File: config.mk
export PLATFORM = sky130hd
export DESIGN_NAME = fade_in_gain_ramp
export DESIGN_NICKNAME = d
export VERILOG_FILES = /design/src/hdl/fgr_pkg.sv /design/src/hdl/fgr_cfg.sv /design/src/hdl/fgr_ctrl.sv /design/src/hdl/fgr_scale.sv /design/src/hdl/fade_in_gain_ramp.sv
export SDC_FILE = /design/constraint.sdc
export NUM_CORES = 1
export LEC_CHECK = 0
export BUFFER_PORTS_ARGS = -buffer_cell sky130_fd_sc_hd__buf_2
export CAP_MARGIN = 20
export CORE_UTILIZATION = 60
export CTS_CLUSTER_DIAMETER = 40
export DETAILED_ROUTE_END_ITERATION = 6
export GPL_ROUTABILITY_DRIVEN = 0
export GPL_TIMING_DRIVEN = 0
export PLACE_DENSITY = 0.78
export SLEW_MARGIN = 15
export SYNTH_ARGS = -nofsm -noshare
export SYNTH_HDL_FRONTEND = slang
export SYNTH_HIERARCHICAL = 1
export SYNTH_SLANG_ARGS = --single-unit
File: constraint.sdc
create_clock -name clk -period 7.1 [get_ports clk]
set_input_delay 1.065 -clock clk [delete_from_list [all_inputs] [get_ports clk]]
set_output_delay 1.065 -clock clk [all_outputs]
set_load 0.1 [all_outputs]
File: src/hdl/fgr_pkg.sv
package fgr_pkg;

  // Fade length in frames; a power of two, so the divide by it is a shift
  localparam int FADE_FRAMES = 512;
  localparam int FADE_SHIFT  = $clog2(FADE_FRAMES);
  // Gain step k runs 1..FADE_FRAMES
  localparam int GAIN_W      = $clog2(FADE_FRAMES + 1);

  // Default build parameters
  localparam int MAX_CHANNELS_DEF = 8;

  // Field and port widths
  localparam int SAMPLE_W   = 32;
  localparam int CC_W       = 4;
  localparam int CFG_ADDR_W = 3;
  localparam int CFG_DATA_W = 32;

  // Register index sits above the byte offset within a word
  localparam int REG_IDX_LSB = 2;

  // Reset value of the channel count register
  localparam logic [CC_W-1:0] CC_RESET = 4'd2;

  typedef enum logic {
    REG_SAMPLE_WIDTH_MODE = 1'b0,
    REG_CHANNEL_COUNT     = 1'b1
  } reg_idx_t;

  typedef enum logic {
    MODE_S16 = 1'b0,
    MODE_S32 = 1'b1
  } width_mode_t;

  typedef enum logic {
    CMD_PROCESS = 1'b0,
    CMD_ARM     = 1'b1
  } command_t;

  typedef struct packed {
    width_mode_t     mode;
    logic [CC_W-1:0] channel_count;
  } cfg_t;

endpackage

File: src/hdl/fgr_cfg.sv
module fgr_cfg (
  input  logic                             clk,
  input  logic                             rst_n,
  input  logic                             psel,
  input  logic                             penable,
  input  logic                             pwrite,
  input  logic [fgr_pkg::CFG_ADDR_W-1:0]   paddr,
  input  logic [fgr_pkg::CFG_DATA_W-1:0]   pwdata,
  output logic [fgr_pkg::CFG_DATA_W-1:0]   prdata,
  output logic                             pready,
  output fgr_pkg::cfg_t                    cfg
);

  fgr_pkg::reg_idx_t         idx;
  fgr_pkg::width_mode_t      mode_r;
  logic [fgr_pkg::CC_W-1:0]  cc_r;
  logic                      wr_en;

  assign pready = 1'b1;
  assign idx    = fgr_pkg::reg_idx_t'(paddr[fgr_pkg::REG_IDX_LSB]);
  assign wr_en  = psel && penable && pwrite && pready;

  always_ff @(posedge clk) begin
    if (!rst_n) begin
      mode_r <= fgr_pkg::MODE_S16;
      cc_r   <= fgr_pkg::CC_RESET;
    end else if (wr_en) begin
      case (idx)
        fgr_pkg::REG_SAMPLE_WIDTH_MODE: mode_r <= fgr_pkg::width_mode_t'(pwdata[0]);
        fgr_pkg::REG_CHANNEL_COUNT:     cc_r   <= pwdata[fgr_pkg::CC_W-1:0];
        default: ;
      endcase
    end
  end

  always_comb begin
    case (idx)
      fgr_pkg::REG_SAMPLE_WIDTH_MODE:
        prdata = {{(fgr_pkg::CFG_DATA_W-1){1'b0}}, mode_r};
      fgr_pkg::REG_CHANNEL_COUNT:
        prdata = {{(fgr_pkg::CFG_DATA_W-fgr_pkg::CC_W){1'b0}}, cc_r};
      default:
        prdata = '0;
    endcase
  end

  assign cfg.mode          = mode_r;
  assign cfg.channel_count = cc_r;

endmodule

File: src/hdl/fgr_ctrl.sv
module fgr_ctrl #(
  parameter int MAX_CHANNELS = fgr_pkg::MAX_CHANNELS_DEF
) (
  input  logic                               clk,
  input  logic                               rst_n,
  input  fgr_pkg::cfg_t                      cfg,
  input  logic                               in_valid,
  output logic                               in_ready,
  input  logic                               in_command,
  input  logic signed [fgr_pkg::SAMPLE_W-1:0] in_sample_in,
  output logic                               st_valid,
  input  logic                               st_ready,
  output logic [fgr_pkg::SAMPLE_W-1:0]       st_mag,
  output logic [fgr_pkg::GAIN_W-1:0]         st_k,
  output logic                               st_neg,
  output logic                               st_applied
);

  localparam int KW = fgr_pkg::GAIN_W;
  localparam int PW = (MAX_CHANNELS > 1) ? $clog2(MAX_CHANNELS) : 1;
  localparam int EW = ($clog2(MAX_CHANNELS + 1) > fgr_pkg::CC_W) ?
                      $clog2(MAX_CHANNELS + 1) : fgr_pkg::CC_W;
  localparam logic [KW-1:0] FADE_LAST = KW'(fgr_pkg::FADE_FRAMES);
  localparam logic [EW-1:0] MAX_EFF   = EW'(MAX_CHANNELS);

  logic [KW-1:0]                 left_r, left_nxt;
  logic [PW-1:0]                 pos_r, pos_nxt;
  logic [EW-1:0]                 cc_ext, eff, pos_inc;
  logic                          fire, arm, proc, fading;
  logic [fgr_pkg::SAMPLE_W-1:0]  v, mag;
  logic                          neg;
  logic [KW-1:0]                 k;

  logic                          st_valid_r;
  logic [fgr_pkg::SAMPLE_W-1:0]  st_mag_r;
  logic [KW-1:0]                 st_k_r;
  logic                          st_neg_r, st_applied_r;

  assign in_ready = !st_valid_r || st_ready;
  assign fire     = in_valid && in_ready;
  assign arm      = fire && (fgr_pkg::command_t'(in_command) == fgr_pkg::CMD_ARM);
  assign proc     = fire && (fgr_pkg::command_t'(in_command) == fgr_pkg::CMD_PROCESS);
  assign fading   = (left_r != '0);

  // Effective channel count: zero reads as one, saturate at the maximum
  always_comb begin
    cc_ext = EW'(cfg.channel_count);
    if (cc_ext == '0) begin
      eff = EW'(1);
    end else if (cc_ext > MAX_EFF) begin
      eff = MAX_EFF;
    end else begin
      eff = cc_ext;
    end
  end

  assign pos_inc = EW'(pos_r) + EW'(1);

  always_comb begin
    left_nxt = left_r;
    pos_nxt  = pos_r;
    if (arm) begin
      left_nxt = FADE_LAST;
      pos_nxt  = '0;
    end else if (proc) begin
      if (pos_inc >= eff) begin
        pos_nxt = '0;
        if (fading) begin
          left_nxt = left_r - KW'(1);
        end
      end else begin
        pos_nxt = pos_inc[PW-1:0];
      end
    end
  end

  // Sign-extend the active width and split into sign and magnitude
  always_comb begin
    if (cfg.mode == fgr_pkg::MODE_S16) begin
      v = {{16{in_sample_in[15]}}, in_sample_in[15:0]};
    end else begin
      v = in_sample_in;
    end
    neg = v[fgr_pkg::SAMPLE_W-1];
    mag = neg ? (~v + fgr_pkg::SAMPLE_W'(1)) : v;
  end

  // Full-scale gain passes the sample through unchanged
  assign k = fading ? (FADE_LAST - left_r + KW'(1)) : FADE_LAST;

  always_ff @(posedge clk) begin
    if (!rst_n) begin
      left_r     <= '0;
      pos_r      <= '0;
      st_valid_r <= 1'b0;
    end else begin
      left_r <= left_nxt;
      pos_r  <= pos_nxt;
      if (in_ready) begin
        st_valid_r <= proc;
      end
    end
  end

  always_ff @(posedge clk) begin
    if (proc) begin
      st_mag_r     <= mag;
      st_k_r       <= k;
      st_neg_r     <= neg;
      st_applied_r <= fading;
    end
  end

  assign st_valid   = st_valid_r;
  assign st_mag     = st_mag_r;
  assign st_k       = st_k_r;
  assign st_neg     = st_neg_r;
  assign st_applied = st_applied_r;

  a_arm_loads: assert property (@(posedge clk) disable iff (!rst_n)
    arm |=> (left_r == FADE_LAST) && (pos_r == '0))
    else $error("arm request did not restart the ramp");

  a_left_range: assert property (@(posedge clk) disable iff (!rst_n)
    left_r <= FADE_LAST)
    else $error("ramp frame count above fade length");

  a_pos_range: assert property (@(posedge clk) disable iff (!rst_n)
    EW'(pos_r) < MAX_EFF)
    else $error("channel position out of range");

  a_idle_holds: assert property (@(posedge clk) disable iff (!rst_n)
    (proc && !fading) |=> (left_r == '0))
    else $error("ramp armed without an arm request");

  a_applied_flag: assert property (@(posedge clk) disable iff (!rst_n)
    proc |=> st_valid_r && (st_applied_r == $past(fading)))
    else $error("captured sample lost or gain flag wrong");

endmodule

File: src/hdl/fgr_scale.sv
module fgr_scale (
  input  logic                                 clk,
  input  logic                                 rst_n,
  input  logic                                 st_valid,
  output logic                                 st_ready,
  input  logic [fgr_pkg::SAMPLE_W-1:0]         st_mag,
  input  logic [fgr_pkg::GAIN_W-1:0]           st_k,
  input  logic                                 st_neg,
  input  logic                                 st_applied,
  output logic                                 out_valid,
  input  logic                                 out_ready,
  output logic signed [fgr_pkg::SAMPLE_W-1:0]  out_sample_out,
  output logic                                 out_fade_applied
);

  localparam int SW = fgr_pkg::SAMPLE_W;
  localparam int PW = fgr_pkg::SAMPLE_W + fgr_pkg::GAIN_W;

  logic [PW-1:0]  prod;
  logic [SW-1:0]  quo, res;
  logic           adv;
  logic           out_valid_r, out_applied_r;
  logic [SW-1:0]  out_sample_r;

  // Magnitude times gain step, then drop the low bits to divide by the fade
  // length; the quotient never exceeds the magnitude
  assign prod = PW'(st_mag) * PW'(st_k);
  assign quo  = prod[fgr_pkg::FADE_SHIFT +: SW];
  assign res  = st_neg ? (~quo + SW'(1)) : quo;

  assign adv      = !out_valid_r || out_ready;
  assign st_ready = adv;

  always_ff @(posedge clk) begin
    if (!rst_n) begin
      out_valid_r <= 1'b0;
    end else if (adv) begin
      out_valid_r <= st_valid;
    end
  end

  always_ff @(posedge clk) begin
    if (adv && st_valid) begin
      out_sample_r  <= res;
      out_applied_r <= st_applied;
    end
  end

  assign out_valid        = out_valid_r;
  assign out_sample_out   = out_sample_r;
  assign out_fade_applied = out_applied_r;

endmodule

File: src/hdl/fade_in_gain_ramp.sv
// Channel  Handshake                  Payload
// in_      in_valid / in_ready        in_command, in_sample_in
// out_     out_valid / out_ready      out_sample_out, out_fade_applied
// cfg      psel, penable, pwrite      paddr, pwdata -> prdata (pready tied high)
//
// One request is taken per cycle while in_ready is high. A process request is
// captured in the input register when accepted and moves to the result register
// when that register is empty or out_ready is high; one 32x10 multiply and a
// shift that divides by the fade length produce the result. Arm requests update
// the ramp and produce no result.
// Reset is synchronous on rst_n: no fade armed, channel position zero,
// 16-bit mode, two channels. Low out_ready holds the result register, then the
// input register, and drops in_ready in the same cycle once both are full.
module fade_in_gain_ramp #(
  parameter int MAX_CHANNELS = fgr_pkg::MAX_CHANNELS_DEF
) (
  input  logic                                 clk,
  input  logic                                 rst_n,
  // request channel
  input  logic                                 in_valid,
  output logic                                 in_ready,
  input  logic                                 in_command,
  input  logic signed [fgr_pkg::SAMPLE_W-1:0]  in_sample_in,
  // result channel
  output logic                                 out_valid,
  input  logic                                 out_ready,
  output logic signed [fgr_pkg::SAMPLE_W-1:0]  out_sample_out,
  output logic                                 out_fade_applied,
  // register port
  input  logic                                 psel,
  input  logic                                 penable,
  input  logic                                 pwrite,
  input  logic [fgr_pkg::CFG_ADDR_W-1:0]       paddr,
  input  logic [fgr_pkg::CFG_DATA_W-1:0]       pwdata,
  output logic [fgr_pkg::CFG_DATA_W-1:0]       prdata,
  output logic                                 pready
);

  fgr_pkg::cfg_t                 cfg;
  logic                          st_valid, st_ready;
  logic [fgr_pkg::SAMPLE_W-1:0]  st_mag;
  logic [fgr_pkg::GAIN_W-1:0]    st_k;
  logic                          st_neg, st_applied;

  // Register file: sample width mode and channel count
  fgr_cfg u_cfg (
    .clk     (clk),
    .rst_n   (rst_n),
    .psel    (psel),
    .penable (penable),
    .pwrite  (pwrite),
    .paddr   (paddr),
    .pwdata  (pwdata),
    .prdata  (prdata),
    .pready  (pready),
    .cfg     (cfg)
  );

  // Ramp state, frame tracking and input capture; emits magnitude and gain
  fgr_ctrl #(
    .MAX_CHANNELS (MAX_CHANNELS)
  ) u_ctrl (
    .clk          (clk),
    .rst_n        (rst_n),
    .cfg          (cfg),
    .in_valid     (in_valid),
    .in_ready     (in_ready),
    .in_command   (in_command),
    .in_sample_in (in_sample_in),
    .st_valid     (st_valid),
    .st_ready     (st_ready),
    .st_mag       (st_mag),
    .st_k         (st_k),
    .st_neg       (st_neg),
    .st_applied   (st_applied)
  );

  // Multiply by the gain step, divide by the fade length, restore the sign
  fgr_scale u_scale (
    .clk              (clk),
    .rst_n            (rst_n),
    .st_valid         (st_valid),
    .st_ready         (st_ready),
    .st_mag           (st_mag),
    .st_k             (st_k),
    .st_neg           (st_neg),
    .st_applied       (st_applied),
    .out_valid        (out_valid),
    .out_ready        (out_ready),
    .out_sample_out   (out_sample_out),
    .out_fade_applied (out_fade_applied)
  );

endmodule
# Word-level counts from Yosys, hierarchy flattened
# Index checks and enable logic that the tools add are counted.
# classes
addsub	6
n_mul	1
n_lt_le_gt_ge	2
muxes	11
bitwise_logic	5
n_reduce_logical	20
# op_table
operator	n
32-bit by 1-bit adder with 32-bit output, second input constant	2
32-bit 2-to-1 mux	2
32-bit NOT	2
32-bit case mux with 2 select lines	1
32-bit by 10-bit multiplier with 41-bit output	1
10-bit 2-to-1 mux	4
31-bit 2-to-1 mux	1
10-bit by 1-bit adder with 10-bit output, second input constant	1
10-bit nonzero test	1
10-bit by 1-bit subtractor with 10-bit output, second input constant	1
10-bit subtractor, first input constant	1
4-bit 2-to-1 mux	2
1-bit logical AND	6
3-bit AND reduction	2
2-bit nonzero test	3
3-bit by 1-bit adder with 4-bit output, second input constant	1
4-bit greater-or-equal comparator	1
4-bit greater-than comparator, second input constant	1
4-bit zero test	1
2-bit AND reduction	2
3-bit 2-to-1 mux	1
1-bit NOT	3
1-bit zero test	2
1-bit logical OR	2
2-bit OR reduction	1
# word_totals
register_bits	97
input_bits	75
out_inout_bits	68
wordCells	59

# Longest topological paths before layout
# logic_depth
ltp_word	7
ltp_mapped	25
depth_no_buf	23

# Cells and area by module
# The synthesis kept the hierarchy.
# modules_own_cells
mod	instances	cells_each	area_per_inst_um2	seq_area_each_um2
fgr_scale	1	1354	11949.0	1011.0
fgr_ctrl	1	317	3200.6	1601.5
fgr_cfg	1	58	490.5	100.1

# Worst setup path after synthesis
# Ideal clock, no wire load.
# synth_path
path_kind	reg-to-reg
startpoint	reg u_ctrl.st_k_r[9], in the netlist u_ctrl/st_k[9]
endpoint	reg u_scale.out_sample_r[31], in the netlist u_scale/out_sample_out[31], data pin
setup_ns	0.268
arrival_ns	6.287
t_required_ns	6.832
path_slack_ns	0.545
path_stages_with_launch	22
n_path_buf	2
synth_period_minus_slack_ns	6.555
cell_sequence	edfxtp_1 clkbuf_1 and2_1 fa_1 fa_1 fa_1 fa_1 inv_1 fa_1 inv_1 ha_1 clkbuf_1 nand2_1 nor3_1 nand4_1 o31ai_1 nor2_1 xnor2_1 nor4_2 nand3_2 o41ai_1 xnor2_1
# synth_via
elab_chain_cells	4
# synth_lines
item	line	source
start: declaration	fgr_ctrl.sv:36	logic [KW-1:0] st_k_r;
start signal: assignment	fgr_ctrl.sv:108	st_k_r <= k;
32-bit by 10-bit multiplier with 41-bit output (*)	fgr_scale.sv:27	assign prod = PW'(st_mag) * PW'(st_k);
32-bit NOT	fgr_scale.sv:29	assign res = st_neg ? (~quo + SW'(1)) : quo;
32-bit by 1-bit adder with 32-bit output	fgr_scale.sv:29	
32-bit 2-to-1 mux (*)	fgr_scale.sv:29	
via u_scale.res[31]	fgr_scale.sv:20	logic [SW-1:0] quo, res;
end signal: assignment	fgr_scale.sv:44	out_sample_r <= res;
end: declaration	fgr_scale.sv:23	logic [SW-1:0] out_sample_r;
# The timed path passes the listed nets; every way through them passes the cells marked *.
# A chain may end at the register's enable or synchronous reset.

# Worst setup path in the final report
# layout_path
startpoint	reg u_ctrl.st_k_r[3], in the netlist u_ctrl/st_k[3]
endpoint	reg u_scale.out_sample_r[31], in the netlist u_scale/out_sample_out[31], data pin
# Same word-level chain as after synthesis.

==> tab_implementation.tex <==
\begin{tabular}{lr}
\hline
Metric & Value \\
\hline
\multicolumn{2}{l}{\textbf{Synth}} \\
\quad Library cell with the largest summed area after synthesis & fa\_1 \\
\quad Mapped Avg Cell Area & 9.05 µm² \\
\quad Basic-gate share of the synthesized area counting and, or, nand and nor cells & 21.2\% \\
\quad XOR/XNOR share of the synthesized area & 4.93\% \\
\quad Post-Synth Adder-Cell Area & 36.7\% \\
\quad Syn Std Cell Area & 15600 µm² \\
\quad Share of cell area taken by muxes after synthesis & 0.776\% \\
\quad Post-synth top cells & inv\_1 (237), fa\_1 (236), nand2\_1 (234) \\
\quad Unique masters post-synth & 88 \\
\quad Share of async-settable or async-resettable flops after synthesis & 0\% \\
\quad Main combinational cell family by area after synthesis & adder cells \\
\quad Synth top area share & 30.2\% \\
\quad Yosys warnings & 6 \\
\quad Number of enable flip-flop cells after synthesis & 77 \\
\quad Most common cell in the netlist & inv\_1 \\
\quad Synthesized-area fraction occupied by ao, oa, aoi and oai cells & 9.56\% \\
\quad Main flop type after synthesis & edfxtp\_1 \\
\quad Register bit total from synthesis & 97 \\
\quad Proportion of synthesized chip area in sequential cells & 17.3\% \\
\quad Top post-synthesis cells by area & fa\_1 (30\%), edfxtp\_1 (15\%), and2\_1 (7.2\%) \\
\quad Number of standard cells after synthesis & 1729 \\
\multicolumn{2}{l}{\textbf{Timing}} \\
\quad Final setup fails & 0 \\
\quad Final critical-path setup slack & 39.9 ps \\
\quad Maximum frequency from static timing analysis & 142 MHz \\
\quad Final critical-path share of the clock period & 99.4\% \\
\quad Hold Worst Slack & 431 ps \\
\quad Number of slew-limit violations in the final report & 0 \\
\quad Clock period minus final worst setup slack & 7060 ps \\
\quad Worst Max-Slew Pin Slew & 845 ps \\
\quad Final Hold Fails & 0 \\
\quad Clk\_skew & 11.4 ps \\
\quad Summed negative setup slack over all endpoints & 0 ps \\
\quad Worst slew margin & 43.7\% \\
\multicolumn{2}{l}{\textbf{Drt}} \\
\quad Detailed Routing Iterations Pass 1 & 6 \\
\quad DRC violations left & 0 \\
\quad Detailed Route WL & 41600 µm \\
\quad Number of routed nets with antenna violations & 0 \\
\quad Vias post-DR & 13100 \\
\quad Routed wire length per instance & 18.7 µm \\
\quad Post-detailed-route via-to-cell ratio & 5.90 \\
\quad Number of design-rule violations left by the first detailed-router iteration & 1063 \\
\multicolumn{2}{l}{\textbf{Worst setup path}} \\
\quad Endpoint arrival time on the critical path & 7180 ps \\
\quad Required arrival time at the worst endpoint & 7220 ps \\
\quad Highest net fanout along the worst path & 10 \\
\quad Endpoint of the worst-slack reg-to-reg timing path & u\_scale/out\_sample\_out[31] \\
\quad Type of element launching the critical path & flip-flop \\
\quad R2R cell count & 24 \\
\quad Sort of element at the end of the critical path & flip-flop \\
\quad Register-to-register path setup slack & 40 ps \\
\quad Worst reg2reg path startpoint & u\_ctrl/st\_k[3] \\
\quad Kind of critical path & flip-flop to flip-flop \\
\multicolumn{2}{l}{\textbf{Global route}} \\
\quad Aggregate global-route resource usage & 31.9\% \\
\quad Wire length of the first global-routing pass & 65800 µm \\
\quad Antenna violations before repair & 3 \\
\quad Pin count of the biggest net entering global routing & 42 \\
\quad Vias in the first global route & 13200 \\
\quad Overflow left after global routing & 0 \\
\multicolumn{2}{l}{\textbf{Clocking}} \\
\quad TritonCTS clock tree & yes \\
\quad Clock sink total & 97 \\
\quad Clock latency at the later pin of the worst-skew pair & 360 ps \\
\quad H-Tree Level Count & 3 \\
\quad Worst-path clk slew & 80 ps \\
\quad Inserted Clock Buffers & 9 \\
\quad Maximum root-to-sink buffer count & 2 \\
\quad CTS root buffer & clkbuf\_16 \\
\multicolumn{2}{l}{\textbf{Final layout}} \\
\quad Nets & 2278 \\
\quad Ratio of cells with drive above 1 in the final layout & 16.9\% \\
\quad Area delta synth->final & 13.7\% \\
\quad Post-route insts no fill & 2221 \\
\quad Antenna fix cells & 0 \\
\multicolumn{2}{l}{\textbf{Placement}} \\
\quad Placement-stage worst setup slack & -735 ps \\
\quad Post-Place Cells & 2169 \\
\quad HPWL after DPL & 31300 µm \\
\quad Port bufs & 82 \\
\multicolumn{2}{l}{\textbf{Hold path}} \\
\quad Endpoint with the worst hold slack & u\_scale/out\_fade\_applied \\
\quad HP Start & u\_ctrl/st\_applied \\
\quad Hold Path Cell Cnt & 0 \\
\quad Worst Hold Class & flip-flop to flip-flop \\
\multicolumn{2}{l}{\textbf{Die}} \\
\quad Core area & 25400 µm² \\
\quad Initial standard-cell utilization of the core & 61.6\% \\
\quad Number of placement rows & 58 \\
\quad Die X & 163 µm \\
\quad Y dimension of the die & 163 µm \\
\quad Top-Level Pins & 143 \\
\quad Area enclosed by the die boundary & 26700 µm² \\
\multicolumn{2}{l}{\textbf{Run}} \\
\quad \# Max-Cap Violations & 0 \\
\multicolumn{2}{l}{\textbf{Outcome}} \\
\quad Outcome & complete, no violations \\
\hline
\end{tabular}
worst max-delay path: stages (launching register included):
cell       delay, ps
edfxtp_1         540
buf_4            180
buf_6            160
nand2_1           90
fa_1             560
inv_1             60
fa_1             520
fa_1             470
fa_1             560
inv_1             60
fa_1             530
inv_1             40
ha_1             270
buf_2            180
a21oi_2          200
o21ai_1          130
a2111oi_2        410
buf_4            190
o21ai_2           70
a211oi_2         330
a21oi_1          130
o31ai_2          360
nand3b_1         300
o41ai_4          360
xnor2_1          100
state kept, by name, summed over array words and instances (netlist names):
| register | flops |
|---|---|
| u_ctrl/st_valid | 1 |
| u_ctrl/left_r | 10 |
| u_ctrl/st_k | 10 |
| u_ctrl/st_applied | 1 |
| u_ctrl/st_mag | 32 |
| u_scale/out_valid | 1 |
| u_scale/out_fade_applied | 1 |
| u_cfg/mode_r | 1 |
| u_ctrl/st_neg | 1 |
| u_scale/out_sample_out | 32 |
| u_cfg/cc_r | 4 |
| u_ctrl/pos_r | 3 |
worst max-delay path by stage:
stage,startpoint,end,slack (ps),cells past startpoint
floorplan,u_ctrl/st_k[9],u_scale/out_sample_out[31],550,21
global placement,u_ctrl/st_k[9],u_scale/out_sample_out[31],-610,21
detailed placement,u_ctrl/st_k[9],u_scale/out_sample_out[29],-740,21
CTS,u_ctrl/st_k[9],u_scale/out_sample_out[30],-0.3,21
global route,u_ctrl/st_k[3],u_scale/out_sample_out[31],-200,24
finish,u_ctrl/st_k[3],u_scale/out_sample_out[31],40,24
cells in the final DEF, fill, tap and decap left out, types with 39 or more instances in the layout:
cell / netlist / layout
inv_1: 237 / 236
nand2_1: 234 / 233
fa_1: 236 / 232
and2_1: 181 / 180
buf_2: 7 / 95
buf_4: 31 / 94
edfxtp_1: 77 / 77
ha_1: 81 / 72
xnor2_1: 57 / 54
a21oi_1: 59 / 52
nor2_1: 52 / 50
o21ai_0: 44 / 39
metrics by stage:
| step | util [%] | cell area [µm²] |
|---|---|---|
| floorplan | - | 15700 |
| global placement | 65.2 | 16600 |
| detailed placement | 65.3 | 16600 |
| CTS | 67.2 | 17100 |
| global route | 70.0 | 17800 |
| finish | 70.0 | 17800 |
final cells by class:
class	instances	area, µm²
plain buffers	94	642
clock inverters	6	47.5
flip-flops and latches	97	2710
clock buffers	10	229
multi-input cells	1301	11900
inverters	238	893
well taps	330	413
repair buffers	145	933
fillers	1891	7610
layer usage:
layer  up-vias  part of all wire, %  GRT usage, %
li1       5859                    -             -
met1      6421                   38          38.8
met3       150                  8.5          5.69
met5         -                    0             0
met4         0                  4.8          16.0
met2       684                   49          54.2
cell families after synthesis:
kind of cell | Yosys count
other | 2
AOI/OAI and AO/OA | 229
DFF | 97
xor gates and xnor gates | 88
adders and majority gates | 317
and+or+nand+nor | 626
buffers and inverters | 358
muxes | 12
timing repair:
action | 4_1_cts | 5_1_grt
hold endpoints to repair | 0 | 0
hold buffers | 0 | 0
gates resized for setup | 51 | 133
buffers inserted | 6 | 53
setup endpoints to repair | 19 | 20
pin swaps | 4 | 41
cloned | 0 | 3
Power is left out: the tool's default activity adds up to more than one toggle a clock period on the data nets, which glitch-free logic cannot reach.
